## config.mk

```make
export PLATFORM = sky130hd
export DESIGN_NAME = lcmc_cordic_cell
export DESIGN_NICKNAME = d
export VERILOG_FILES = /design/src/sv/lcmc_pkg.sv /design/src/sv/lcmc_cordic_cell.sv
export SDC_FILE = /design/constraint.sdc
export NUM_CORES = 1
export LEC_CHECK = 0
export BUFFER_PORTS_ARGS = -buffer_cell sky130_fd_sc_hd__buf_4
export CAP_MARGIN = 10
export CORE_MARGIN = 4
export CORE_UTILIZATION = 40
export CTS_CLUSTER_SIZE = 30
export DETAILED_ROUTE_END_ITERATION = 12
export PLACE_DENSITY_LB_ADDON = 0.25
export SLEW_MARGIN = 5
export SYNTH_ARGS = -nofsm -noshare
export SYNTH_HDL_FRONTEND = slang
export SYNTH_SLANG_ARGS = --single-unit
```

## constraint.sdc

```tcl
create_clock -name i_clk -period 12.83 [get_ports i_clk]
set_input_delay 2.566 -clock i_clk [delete_from_list [all_inputs] [get_ports i_clk]]
set_output_delay 2.566 -clock i_clk [all_outputs]
set_load 0.02 [all_outputs]
```

## src/sv/lcmc_pkg.sv

```systemverilog
`timescale 1ns / 1ps
// ----------------------------------------------------------------------------
// lcmc_pkg
// Types, constants and tables shared by the material classifier files.
// ----------------------------------------------------------------------------
package lcmc_pkg;

    localparam int ENTRY_COUNT  = 11;
    localparam int CORDIC_STEPS = 16;
    localparam int TABLE_LEN    = 11;
    localparam int ATAN_LEN     = 24;

    // entries actually tried, CORDIC iterations actually run
    localparam int TRIED = (ENTRY_COUNT < TABLE_LEN) ? ENTRY_COUNT : TABLE_LEN;
    localparam int NSTEP = (CORDIC_STEPS < ATAN_LEN) ? CORDIC_STEPS : ATAN_LEN;

    localparam int XW   = 24;   // CORDIC x, y
    localparam int ZW   = 23;   // angle, 1/4096 degree
    localparam int CHW  = 12;   // chroma, sixteenths
    localparam int HUW  = 13;   // hue, sixteenths of a degree
    localparam int SCW  = 17;   // score, 1/64
    localparam int PW   = 40;   // magnitude product
    localparam int STW  = 5;    // CORDIC step index
    localparam int ENW  = 4;    // entry index

    localparam logic [15:0]         INV_GAIN  = 16'd39797;
    localparam logic signed [ZW-1:0] DEG180   = 23'sd737280;
    localparam logic signed [ZW-1:0] DEG360   = 23'sd1474560;
    localparam logic [HUW-1:0]      HUE_FULL  = 13'd5760;
    localparam logic [CHW-1:0]      ACHROMATIC_LIMIT = 12'd800;
    localparam int                  FULL_RANGE_SPAN  = 5744;
    localparam logic [ENW-1:0]      METAL_FALLBACK      = 4'd2;
    localparam logic [ENW-1:0]      DIELECTRIC_FALLBACK = 4'd10;

    // configuration register indexes
    localparam logic [1:0] CFG_METAL_THRESHOLD  = 2'd0;
    localparam logic [1:0] CFG_LIGHTNESS_MARGIN = 2'd1;
    localparam logic [1:0] CFG_HUE_PENALTY      = 2'd2;

    typedef struct packed {
        logic [10:0]        lightness;
        logic signed [11:0] green_red;
        logic signed [11:0] blue_yellow;
        logic [7:0]         metallic;
    } t_pixel;

    typedef struct packed {
        logic [3:0] material_index;
        logic       used_fallback;
    } t_result;

    typedef struct packed {
        logic [10:0]    lo;
        logic [10:0]    hi;
        logic [CHW-1:0] chroma_max;
        logic [HUW-1:0] hue_lo;
        logic [HUW-1:0] hue_hi;
        logic           metal;
    } t_surface;

    // one CORDIC cell's data
    typedef struct packed {
        logic                  valid;
        logic signed [XW-1:0]  x;
        logic signed [XW-1:0]  y;
        logic signed [ZW-1:0]  z;
        logic                  zero;
        logic [10:0]           lightness;
        logic                  metal;
    } t_cordic;

    // one match cell's data
    typedef struct packed {
        logic           valid;
        logic [10:0]    lightness;
        logic [CHW-1:0] chroma;
        logic [HUW-1:0] hue;
        logic           metal;
        logic           found;
        logic [SCW-1:0] best;
        logic [ENW-1:0] idx;
    } t_match;

    function automatic logic signed [ZW-1:0] atan_deg(input logic [STW-1:0] i);
        case (i)
            5'd0:    atan_deg = 23'sd184320;
            5'd1:    atan_deg = 23'sd108810;
            5'd2:    atan_deg = 23'sd57492;
            5'd3:    atan_deg = 23'sd29184;
            5'd4:    atan_deg = 23'sd14649;
            5'd5:    atan_deg = 23'sd7331;
            5'd6:    atan_deg = 23'sd3667;
            5'd7:    atan_deg = 23'sd1833;
            5'd8:    atan_deg = 23'sd917;
            5'd9:    atan_deg = 23'sd458;
            5'd10:   atan_deg = 23'sd229;
            5'd11:   atan_deg = 23'sd115;
            5'd12:   atan_deg = 23'sd57;
            5'd13:   atan_deg = 23'sd29;
            5'd14:   atan_deg = 23'sd14;
            5'd15:   atan_deg = 23'sd7;
            5'd16:   atan_deg = 23'sd4;
            5'd17:   atan_deg = 23'sd2;
            5'd18:   atan_deg = 23'sd1;
            default: atan_deg = 23'sd0;
        endcase
    endfunction

    function automatic t_surface surface(input logic [ENW-1:0] k);
        case (k)
            4'd0:    surface = '{11'd1120, 11'd1600, 12'd3200, 13'd0,    13'd5760, 1'b1};
            4'd1:    surface = '{11'd480,  11'd1120, 12'd3200, 13'd0,    13'd5760, 1'b1};
            4'd2:    surface = '{11'd0,    11'd480,  12'd3200, 13'd0,    13'd5760, 1'b1};
            4'd3:    surface = '{11'd240,  11'd1280, 12'd3200, 13'd1440, 13'd2560, 1'b0};
            4'd4:    surface = '{11'd160,  11'd960,  12'd3200, 13'd3200, 13'd4480, 1'b0};
            4'd5:    surface = '{11'd0,    11'd400,  12'd240,  13'd0,    13'd5760, 1'b0};
            4'd6:    surface = '{11'd320,  11'd880,  12'd3200, 13'd480,  13'd1280, 1'b0};
            4'd7:    surface = '{11'd560,  11'd1200, 12'd192,  13'd0,    13'd5760, 1'b0};
            4'd8:    surface = '{11'd960,  11'd1600, 12'd240,  13'd0,    13'd5760, 1'b0};
            4'd9:    surface = '{11'd640,  11'd1520, 12'd160,  13'd0,    13'd5760, 1'b0};
            default: surface = '{11'd0,    11'd1600, 12'd3200, 13'd0,    13'd5760, 1'b0};
        endcase
    endfunction

endpackage

```

## src/sv/lcmc_cordic_cell.sv

```systemverilog
`timescale 1ns / 1ps
// ----------------------------------------------------------------------------
// lcmc_cordic_cell
// One registered CORDIC vectoring iteration; step index selects shift/angle.
// ----------------------------------------------------------------------------
module lcmc_cordic_cell (
    input  logic                           i_clk,
    input  logic                           i_rst_n,
    input  logic                           i_en,
    input  logic [lcmc_pkg::STW-1:0]       i_step,
    input  lcmc_pkg::t_cordic              i_d,
    output lcmc_pkg::t_cordic              o_d
);

    logic signed [lcmc_pkg::XW-1:0] dx;
    logic signed [lcmc_pkg::XW-1:0] dy;
    logic signed [lcmc_pkg::ZW-1:0] ang;
    lcmc_pkg::t_cordic              n_d;
    lcmc_pkg::t_cordic              r_d;
    logic                           r_valid;

    always_comb begin
        dx  = i_d.y >>> i_step;
        dy  = i_d.x >>> i_step;
        ang = lcmc_pkg::atan_deg(i_step);
        n_d = i_d;
        if (i_d.y > 0) begin
            n_d.x = i_d.x + dx;
            n_d.y = i_d.y - dy;
            n_d.z = i_d.z + ang;
        end else begin
            n_d.x = i_d.x - dx;
            n_d.y = i_d.y + dy;
            n_d.z = i_d.z - ang;
        end
    end

    always_ff @(posedge i_clk) begin
        if (!i_rst_n) begin
            r_valid <= 1'b0;
        end else if (i_en) begin
            r_valid <= i_d.valid;
        end
        if (i_en) begin
            r_d <= n_d;
        end
    end

    always_comb begin
        o_d       = r_d;
        o_d.valid = r_valid;
    end

endmodule

```

==> run summary <==
Largest net degree at the start of global routing - 78
Drt total wl - 34.75 mm
Synth warn - 0
Boundary Pins - 178
FFs w/ async S/R, synth - 0%
Power per cell area - 115.7 nW/um2
Post-layout nets - 1499
Clock Latency Late Sink - 0.36 ns
Minimum clock period - 8.676 ns
Reg-to-Reg End - r_valid
Most frequent CP cell - a21oi_1
Mapped Area - 10800 um2
Kind of end point of the critical path - flop
Vias in the first global route - 9895
Diode count - 0
Critical path data arrival time - 8.79 ns
Post-route cell area - 12570 um2
Mean post-synth cell area - 9.126 um2
Synth Flop Type - edfxtp_1
Routed len/inst - 20.97 um
Max Root-Sink Buffers - 2
Critical Path Start - i_step[0]
Max incr delay on CP - 0.69 ns
Height of the chip - 172.3 um
Site row count - 59
RSZ-0062 raised after global routing - no
Gr usage total - 22.88%
Commonest cells after routing, fill and taps aside - buf_4, nor2_1, a21oi_1
Drt drc - 0
Gate Count Post-Synth - 1183
Fill cells - 2544
Overflow after GRT - 0
Initial antenna violation count - 0
Net Count, Synth - 1365
Via Count - 10186
Most common cell after layout, fill and taps aside - buf_4
Static leakage - 0.005079 uW
Clk sinks - 85
Final Hold Viols - 0
Core area - 26280 um2
Cts hold-fix bufs - 0
Reg2Reg Setup Slack - 12.24 ns
DP HPWL - 26.65 mm
Post-Route Skew - 0 ns
Post-CTS Setup Inserts - 0
Final setup violation count - 0
Status - finished, final reports clean
Setup CP Type - input port to flop
Total die area - 29680 um2
Antenna-violating nets left - 0
Slew of the pin with the lowest slew margin - 0.9990 ns
CTS tree - built
CTS Buf Count - 9
Final setup margin - 4.154 ns
Req. time, crit path - 12.95 ns
Area grow syn2layout - 16.42%
Placed Instance Area - 12270 um2
Setup TNS - 0 ns
Max-Cap Viols - 0
Layout cells sized above 1 - 22.77%
Max Freq - 115.3 MHz
Die Wd - 172.3 um
Clock Root Buffer - clkbuf_16
Starting Density - 41.08%
Worst Path Max Fanout - 60
Final total power - 1454 uW
Worst reg2reg path depth - 2
Slowest cell on the critical path - inv_1
Post-CTS Resized - 0
Drt pass-1 iters - 6
Critical path startpoint category - input port
Initial DRC count - 1048
Cells along the critical path - buf_4 -> inv_1 -> mux4_2 -> o211a_1 -> a21oi_1 -> nand4_2 -> nor4_2 -> a21oi_1 -> xnor2_1 -> ha_1 -> a21oi_1 -> nor2_1 -> a211oi_1 -> a21boi_0 -> a2111oi_0 -> a21oi_1 -> o41a_1 -> a211oi_1 -> xnor3_1
Vias per Instance - 6.147
Slew HR - 33.32%
EDFF count, synth - 84
Gpl congestion - 0.9716
First-pass GRT wire length - 53.61 mm
H-tree levels - 3
RR Startpoint - r_valid
Period utilisation layout - 67.62%
Final hold slack - 0.5222 ns
Hold Path Class - flop to flop
Post-synthesis sequential area ratio - 23.55%
Peak supply drop - 0.00005779 V
Clock transition at path regs - 0.08 ns
Critical Path End - o_d[83]
Seq cells post-synth - 85
Pre-CTS setup slack - 3.799 ns
Max-slew violation count - 0
PortBufs - 177
Unique masters post-synth - 95
-- per-layer routing --
metal | part of all wire (%) | vias up | wire (um) | track usage, %
met3 | 8.3 | 66 | 2873 | 3.704
li1 | - | 4784 | - | -
met5 | 0 | - | 0 | 0
met2 | 47 | 484 | 16270 | 38.39
met4 | 2.7 | 0 | 925 | 7.792
met1 | 42 | 4852 | 14690 | 30.10
-- worst min-delay path by stage --
| stage | start | endpoint | cells after the start |
|---|---|---|---|
| 2_1_floorplan | r_valid | r_valid | 2 |
| 3_3_place_gp | r_valid | r_valid | 2 |
| 3_5_place_dp | r_valid | r_valid | 2 |
| 4_1_cts | r_valid | r_valid | 2 |
| 5_1_grt | r_valid | r_valid | 2 |
| 6_report | r_valid | r_valid | 2 |
-- cells in the mapped netlist (10+ instances only) --
master    count  area, um2
a211oi_1     11      82.58
a21o_1       18      135.1
a21oi_1      97      485.5
a31oi_1      10      62.56
and3_1       11      68.82
clkbuf_1     31      116.4
edfxtp_1     84       2522
ha_1         86       1076
inv_1        31      116.4
mux2_2       15      168.9
mux2i_1      39      390.4
mux4_2       44      991.0
nand2_1      93      349.1
nand2b_1     15      93.84
nand3_1      20      100.1
nor2_1      104      390.4
nor2b_1      16      100.1
nor3_1       30      150.1
nor4_1       11      68.82
o21a_1       17      127.6
o21ai_0      69      345.3
o22ai_1      15      93.84
or2_2        10      62.56
xnor2_1      62      543.0
xor2_1       48      420.4
-- critical path: cells and delay by family --
kind            cells  cell delay [ns]
buf+inv             2             1.29
simple gates        3             0.86
xor+xnor            2             0.41
fa+ha+maj           1             0.36
compound gates     10             2.60
mux                 1             0.67
-- cell families (layout without fill, tap and decap cells) --
family / Yosys count / count (layout) / share of synthesized area, %
AO/OA/AOI/OAI: 345 / 345 / 21.06
XOR/XNOR: 111 / 111 / 9.132
adder cells (fa/ha/maj): 89 / 89 / 10.52
buffers and inverters: 93 / 232 / 4.160
flip-flops: 85 / 85 / 23.55
multiplexers: 100 / 100 / 14.62
AND/OR/NAND/NOR: 360 / 360 / 16.95
-- sequential cells by signal, indices dropped and copies added (netlist names) --
| signal | count |
|---|---|
| o_d | 84 |
| r_valid | 1 |
-- power by group --
part	leakage (uW)	internal (uW)	switching, uW
Combinational	0.00410	322	436
Sequential	0.000831	395	16.5
Clock	0.000146	152	132
Total	0.00508	870	584
-- stage by stage --
| stage | std cells | util (%) |
|---|---|---|
| final | 1657 | 47.83 |
| after global routing | 1657 | 47.83 |
| after CTS | 1657 | 47.83 |
| after detailed placement | 1641 | 46.69 |
| after global placement | 1641 | 46.69 |
| after floorplan | 1183 | - |
-- layout make-up --
| type | count | area [um2] | area share [%] |
|---|---|---|---|
| timing repair buffer | 184 | 1381 | 10.99 |
| clock inverter | 7 | 73.82 | 0.5873 |
| multi-input combinational | 1005 | 7807 | 62.11 |
| inverter | 32 | 120.1 | 0.9556 |
| tap | 335 | 419.2 | 3.335 |
| clock buffer | 9 | 225.2 | 1.792 |
| sequential | 85 | 2542 | 20.23 |
Power figures use the tool's default switching activity.
