### src/sv/lcmc_pkg.sv
`timescale 1ns / 1ps
// ----------------------------------------------------------------------------
// lcmc_pkg
// Types, constants and tables shared by the material classifier files.
// ----------------------------------------------------------------------------
package lcmc_pkg;

    localparam int ENTRY_COUNT  = 11;
    localparam int CORDIC_STEPS = 16;
    localparam int TABLE_LEN    = 11;
    localparam int ATAN_LEN     = 24;

    // entries actually tried, CORDIC iterations actually run
    localparam int TRIED = (ENTRY_COUNT < TABLE_LEN) ? ENTRY_COUNT : TABLE_LEN;
    localparam int NSTEP = (CORDIC_STEPS < ATAN_LEN) ? CORDIC_STEPS : ATAN_LEN;

    localparam int XW   = 24;   // CORDIC x, y
    localparam int ZW   = 23;   // angle, 1/4096 degree
    localparam int CHW  = 12;   // chroma, sixteenths
    localparam int HUW  = 13;   // hue, sixteenths of a degree
    localparam int SCW  = 17;   // score, 1/64
    localparam int PW   = 40;   // magnitude product
    localparam int STW  = 5;    // CORDIC step index
    localparam int ENW  = 4;    // entry index

    localparam logic [15:0]         INV_GAIN  = 16'd39797;
    localparam logic signed [ZW-1:0] DEG180   = 23'sd737280;
    localparam logic signed [ZW-1:0] DEG360   = 23'sd1474560;
    localparam logic [HUW-1:0]      HUE_FULL  = 13'd5760;
    localparam logic [CHW-1:0]      ACHROMATIC_LIMIT = 12'd800;
    localparam int                  FULL_RANGE_SPAN  = 5744;
    localparam logic [ENW-1:0]      METAL_FALLBACK      = 4'd2;
    localparam logic [ENW-1:0]      DIELECTRIC_FALLBACK = 4'd10;

    // configuration register indexes
    localparam logic [1:0] CFG_METAL_THRESHOLD  = 2'd0;
    localparam logic [1:0] CFG_LIGHTNESS_MARGIN = 2'd1;
    localparam logic [1:0] CFG_HUE_PENALTY      = 2'd2;

    typedef struct packed {
        logic [10:0]        lightness;
        logic signed [11:0] green_red;
        logic signed [11:0] blue_yellow;
        logic [7:0]         metallic;
    } t_pixel;

    typedef struct packed {
        logic [3:0] material_index;
        logic       used_fallback;
    } t_result;

    typedef struct packed {
        logic [10:0]    lo;
        logic [10:0]    hi;
        logic [CHW-1:0] chroma_max;
        logic [HUW-1:0] hue_lo;
        logic [HUW-1:0] hue_hi;
        logic           metal;
    } t_surface;

    // one CORDIC cell's data
    typedef struct packed {
        logic                  valid;
        logic signed [XW-1:0]  x;
        logic signed [XW-1:0]  y;
        logic signed [ZW-1:0]  z;
        logic                  zero;
        logic [10:0]           lightness;
        logic                  metal;
    } t_cordic;

    // one match cell's data
    typedef struct packed {
        logic           valid;
        logic [10:0]    lightness;
        logic [CHW-1:0] chroma;
        logic [HUW-1:0] hue;
        logic           metal;
        logic           found;
        logic [SCW-1:0] best;
        logic [ENW-1:0] idx;
    } t_match;

    function automatic logic signed [ZW-1:0] atan_deg(input logic [STW-1:0] i);
        case (i)
            5'd0:    atan_deg = 23'sd184320;
            5'd1:    atan_deg = 23'sd108810;
            5'd2:    atan_deg = 23'sd57492;
            5'd3:    atan_deg = 23'sd29184;
            5'd4:    atan_deg = 23'sd14649;
            5'd5:    atan_deg = 23'sd7331;
            5'd6:    atan_deg = 23'sd3667;
            5'd7:    atan_deg = 23'sd1833;
            5'd8:    atan_deg = 23'sd917;
            5'd9:    atan_deg = 23'sd458;
            5'd10:   atan_deg = 23'sd229;
            5'd11:   atan_deg = 23'sd115;
            5'd12:   atan_deg = 23'sd57;
            5'd13:   atan_deg = 23'sd29;
            5'd14:   atan_deg = 23'sd14;
            5'd15:   atan_deg = 23'sd7;
            5'd16:   atan_deg = 23'sd4;
            5'd17:   atan_deg = 23'sd2;
            5'd18:   atan_deg = 23'sd1;
            default: atan_deg = 23'sd0;
        endcase
    endfunction

    function automatic t_surface surface(input logic [ENW-1:0] k);
        case (k)
            4'd0:    surface = '{11'd1120, 11'd1600, 12'd3200, 13'd0,    13'd5760, 1'b1};
            4'd1:    surface = '{11'd480,  11'd1120, 12'd3200, 13'd0,    13'd5760, 1'b1};
            4'd2:    surface = '{11'd0,    11'd480,  12'd3200, 13'd0,    13'd5760, 1'b1};
            4'd3:    surface = '{11'd240,  11'd1280, 12'd3200, 13'd1440, 13'd2560, 1'b0};
            4'd4:    surface = '{11'd160,  11'd960,  12'd3200, 13'd3200, 13'd4480, 1'b0};
            4'd5:    surface = '{11'd0,    11'd400,  12'd240,  13'd0,    13'd5760, 1'b0};
            4'd6:    surface = '{11'd320,  11'd880,  12'd3200, 13'd480,  13'd1280, 1'b0};
            4'd7:    surface = '{11'd560,  11'd1200, 12'd192,  13'd0,    13'd5760, 1'b0};
            4'd8:    surface = '{11'd960,  11'd1600, 12'd240,  13'd0,    13'd5760, 1'b0};
            4'd9:    surface = '{11'd640,  11'd1520, 12'd160,  13'd0,    13'd5760, 1'b0};
            default: surface = '{11'd0,    11'd1600, 12'd3200, 13'd0,    13'd5760, 1'b0};
        endcase
    endfunction

endpackage

### src/sv/lcmc_match_cell.sv
`timescale 1ns / 1ps
// ----------------------------------------------------------------------------
// lcmc_match_cell
// Filters and scores one table entry, keeps the running best, registers it.
// ----------------------------------------------------------------------------
module lcmc_match_cell (
    input  logic                      i_clk,
    input  logic                      i_rst_n,
    input  logic                      i_en,
    input  logic [lcmc_pkg::ENW-1:0]  i_entry,
    input  logic [5:0]                i_margin,
    input  logic [11:0]               i_hue_pen,
    input  lcmc_pkg::t_match          i_d,
    output lcmc_pkg::t_match          o_d
);

    lcmc_pkg::t_surface        e;
    logic signed [13:0]        lt;
    logic signed [13:0]        lo_m;
    logic signed [13:0]        hi_m;
    logic signed [13:0]        ldiff;
    logic [12:0]               dabs;
    logic [lcmc_pkg::SCW-1:0]  exc;
    logic [lcmc_pkg::SCW-1:0]  pen;
    logic [lcmc_pkg::SCW-1:0]  score;
    logic                      pass;
    logic                      in_range;
    lcmc_pkg::t_match          n_d;
    lcmc_pkg::t_match          r_d;
    logic                      r_valid;

    always_comb begin
        e    = lcmc_pkg::surface(i_entry);
        lt   = $signed({3'b000, i_d.lightness});
        lo_m = $signed({3'b000, e.lo}) - $signed({8'b0, i_margin});
        hi_m = $signed({3'b000, e.hi}) + $signed({8'b0, i_margin});
        pass = (e.metal == i_d.metal) && !(lt < lo_m) && !(lt > hi_m);

        ldiff = $signed({2'b00, i_d.lightness, 1'b0})
              - ($signed({3'b000, e.lo}) + $signed({3'b000, e.hi}));
        dabs  = ldiff[13] ? 13'(-ldiff) : ldiff[12:0];

        exc = '0;
        if (e.chroma_max < lcmc_pkg::ACHROMATIC_LIMIT && i_d.chroma > e.chroma_max) begin
            exc = {2'b00, (i_d.chroma - e.chroma_max), 3'b000};
        end

        in_range = (e.hue_lo <= e.hue_hi)
                 ? (i_d.hue >= e.hue_lo && i_d.hue <= e.hue_hi)
                 : (i_d.hue >= e.hue_lo || i_d.hue <= e.hue_hi);
        pen = '0;
        if ((int'(e.hue_hi) - int'(e.hue_lo) < lcmc_pkg::FULL_RANGE_SPAN) && !in_range) begin
            pen = {3'b000, i_hue_pen, 2'b00};
        end

        score = {4'b0000, dabs} + exc + pen;

        n_d = i_d;
        if (pass && (!i_d.found || score < i_d.best)) begin
            n_d.found = 1'b1;
            n_d.best  = score;
            n_d.idx   = i_entry;
        end
    end

    always_ff @(posedge i_clk) begin
        if (!i_rst_n) begin
            r_valid <= 1'b0;
        end else if (i_en) begin
            r_valid <= i_d.valid;
        end
        if (i_en) begin
            r_d <= n_d;
        end
    end

    always_comb begin
        o_d       = r_d;
        o_d.valid = r_valid;
    end

endmodule

### config.mk
export PLATFORM = sky130hd
export DESIGN_NAME = lcmc_match_cell
export DESIGN_NICKNAME = d
export VERILOG_FILES = /design/src/sv/lcmc_pkg.sv /design/src/sv/lcmc_match_cell.sv
export SDC_FILE = /design/constraint.sdc
export NUM_CORES = 1
export LEC_CHECK = 0
export ABC_AREA = 1
export BUFFER_PORTS_ARGS = -buffer_cell sky130_fd_sc_hd__buf_2
export CAP_MARGIN = 20
export CELL_PAD_IN_SITES_DETAIL_PLACEMENT = 0
export CELL_PAD_IN_SITES_GLOBAL_PLACEMENT = 1
export CORE_ASPECT_RATIO = 1.4
export CORE_MARGIN = 2
export CORE_UTILIZATION = 44
export CTS_CLUSTER_DIAMETER = 120
export CTS_CLUSTER_SIZE = 24
export DETAILED_ROUTE_END_ITERATION = 16
export PLACE_DENSITY = 0.86
export SYNTH_ARGS = -nofsm -noshare
export SYNTH_HDL_FRONTEND = slang
export SYNTH_SLANG_ARGS = --single-unit
### constraint.sdc
create_clock -name i_clk -period 16.2 [get_ports i_clk]
set_input_delay 0.81 -clock i_clk [delete_from_list [all_inputs] [get_ports i_clk]]
set_output_delay 0.81 -clock i_clk [all_outputs]
set_load 0.05 [all_outputs]
==> flow_summary.toml <==
[run_status]
status = "finished clean"

[sta]
setup_viol = 0
period_minus_slack_ns = 8.686
slew_headroom = 0.3907
tns_ns = 0
skew_ns = 0
hold_viol = 0
fmax_mhz = 115.1
finalCritPeriodShare = 0.5362
rsz0062_at_grt = "no"
fin_ws_ns = 7.514
slew_violations = 0
worst_pin_slew_ns = 0.9112

[floorplan]
initial_utilization = 0.4442
rows = 53
num_io_pins = 145
die_x_microns = 107.5
core_area_sq_mm = 0.01485
die_area_sq_mm = 0.01601
die_h_microns = 148.9

[clocking]
cts_inserted_buffers = 9
postCtsHoldBufs = 0
clkTransAtPathRegs_ns = 0.06
clk_latency_ns = 0.33
clock-sinks = 60
postCtsSetupBuffers = 0
clock_path_buffers = 2
root_buffer = "clkbuf_16"
cts_tree = "yes"
cts_resized = 0
htreeDepth = 3

[critical_path]
crit_type = "input pin to register"
reg2regPathDepth = 2
arrival_ns = 8.77
startpoint_type = "input pin"
crit_top_cell = "nand2_1"
critPathMaxStageDelay_ns = 0.86
critPathSlowestCell = "nand4_1"
worstPathMaxFanout = 21
setup.worst_path.end_class = "register"
worst_ep_required_time_ns = 16.28

[power]
p_per_area_mw_per_mm2 = 117.8
peakVddDrop_mv = 0.05344
p_leak_nw = 4.221

[final_layout]
final_nets = 1180
drive_above_1_share = 0.1905
antenna_cells = 0
finalInstanceArea_sq_mm = 0.007786
syn_to_final_growth_pct = 17.99

[route]
wirelength_microns = 16250
drt_iter0_drc = 196
vias = 5754
dr.pass1.iters = 4
ant_nets = 0
wl_per_cell_microns = 13.78
drc_errors = 0
viasPerCell = 4.880

[synth]
yosys_warnings = 0
async_flop_share = 0
ys_top_cells_by_count = "nand2_1, inv_1, ha_1"
yosysUniqueCellTypes = 44
synth_edf_count = 59
synth-seq-cells = 60
syn-num-nets = 1037
avgSynthCellArea_sq_um = 7.865
ys_top_cells_by_area = "edfxtp_1, ha_1, nand2_1, inv_1, fa_1"
synth_area_sq_mm = 0.006599
ys_seq_area_frac = 0.2715
synth_ff_type = "edfxtp_1"
synth_most_common_cell = "nand2_1"
syn_inst = 839
yosys.area.top_type = "edfxtp_1"
yosysTopAreaCellShare = 0.2685

[worst_hold_path]
hp-class = "register to register"
min_path_cells = 2

[placed_design]
place_congestion = 0.9024
postPlaceCellArea_sq_mm = 0.007471
io_buffers = 144
dp_slack_ns = 7.151
dp_hpwl_microns = 13570

[run]
max-cap-violations = 0

[global_routing]
track_usage = 0.2087
grt_first_pass_wirelength_microns = 26260
grt.overflow.total = 0
grt_antenna_before_repair = 0
grt_max_degree = 62
grt_pass1_vias = 5692
==> critical path: cells and delay by family <==
kind	cells	cell delay, ns
AO/OA/AOI/OAI	7	1.77
XOR/XNOR	2	0.43
adder cells (fa/ha/maj)	7	2.61
buffers and inverters	7	0.69
AND/OR/NAND/NOR	11	2.41
==> state kept, by name, summed over array words and instances (netlist names) <==
| signal | count |
|---|---|
| o_d | 59 |
| r_valid | 1 |
==> area by class of cell <==
| class | instances | area (sq um) |
|---|---|---|
| well taps | 192 | 240.2 |
| clock inverters | 7 | 90.09 |
| fillers | 1537 | 7068 |
| clock buffers | 9 | 225.2 |
| inverters | 179 | 679.4 |
| repair buffers | 145 | 728.2 |
| flip-flops and latches | 60 | 1792 |
| multi-input cells | 587 | 4031 |
==> cell families (layout without fill, tap and decap cells) <==
logic type | Yosys count | after routing | share of synthesized area
buffers and inverters | 192 | 340 | 0.1176
AND/OR/NAND/NOR | 347 | 347 | 0.2459
adder cells (fa/ha/maj) | 113 | 113 | 0.2370
XOR/XNOR | 40 | 40 | 0.05309
other | 1 | 1 | 0.0005683
AO/OA/AOI/OAI | 86 | 86 | 0.07433
flip-flops | 60 | 60 | 0.2715
==> placed cells by master (no fill, tap or decap), types with 3 or more instances in the layout <==
| cell | netlist | routed |
|---|---|---|
| nand3_4 | 4 | 4 |
| xnor2_1 | 13 | 13 |
| nor4_1 | 3 | 3 |
| buf_2 | 5 | 144 |
| nand3_1 | 47 | 47 |
| nand3_2 | 3 | 3 |
| edfxtp_1 | 59 | 59 |
| nor2_2 | 4 | 4 |
| nand2_1 | 185 | 185 |
| fa_1 | 20 | 20 |
| nor2_4 | 3 | 3 |
| nor2_1 | 44 | 44 |
| a21oi_1 | 36 | 36 |
| o31ai_1 | 3 | 3 |
| inv_1 | 176 | 176 |
| ha_1 | 93 | 93 |
| o21ai_0 | 25 | 25 |
| nand2_2 | 4 | 4 |
| a21o_1 | 3 | 3 |
| xor2_1 | 27 | 27 |
| nand4_1 | 31 | 31 |
| or2_2 | 3 | 3 |
| o21bai_1 | 6 | 6 |
| nor3_1 | 10 | 10 |
| o21a_1 | 3 | 3 |
| clkbuf_16 | 0 | 9 |
| a31oi_1 | 3 | 3 |
==> final timing paths <==
path               from       to  slack [ns]
min             r_valid  r_valid        0.55
max          i_entry[1]  o_d[15]        7.51
min reg2reg     r_valid  r_valid        0.55
max reg2reg     r_valid  r_valid       15.53
==> power by group <==
group	internal (mW)	leakage [nW]	switching [mW]
Clock	0.134	0.153	0.0730
Sequential	0.194	0.585	0.00368
Combinational	0.175	3.48	0.337
==> routing by layer <==
layer  routed length, microns  track usage  vias to the layer above  part of all wire
met3                      542      0.03277                       28             0.033
met1                     6224       0.2227                     2605              0.38
met2                     9068       0.4044                      106              0.56
met5                        0            0                        -                 0
li1                         -            -                     3015                 -
met4                      414      0.07628                        0             0.025
==> stage by stage <==
step | power [mW] | hold WS (ns) | cells | util
3_5_place_dp | 0.7127 | 0.5426 | 1163 | 0.5029
5_1_grt | 1.004 | 0.5736 | 1179 | 0.5242
3_3_place_gp | 0.7081 | 0.5225 | 1163 | 0.5029
2_1_floorplan | 0.6031 | 0.5021 | 839 | -
6_report | 0.9172 | 0.5530 | 1179 | 0.5242
4_1_cts | 0.9243 | 0.5559 | 1179 | 0.5242
(Power assumes the default switching activity.)
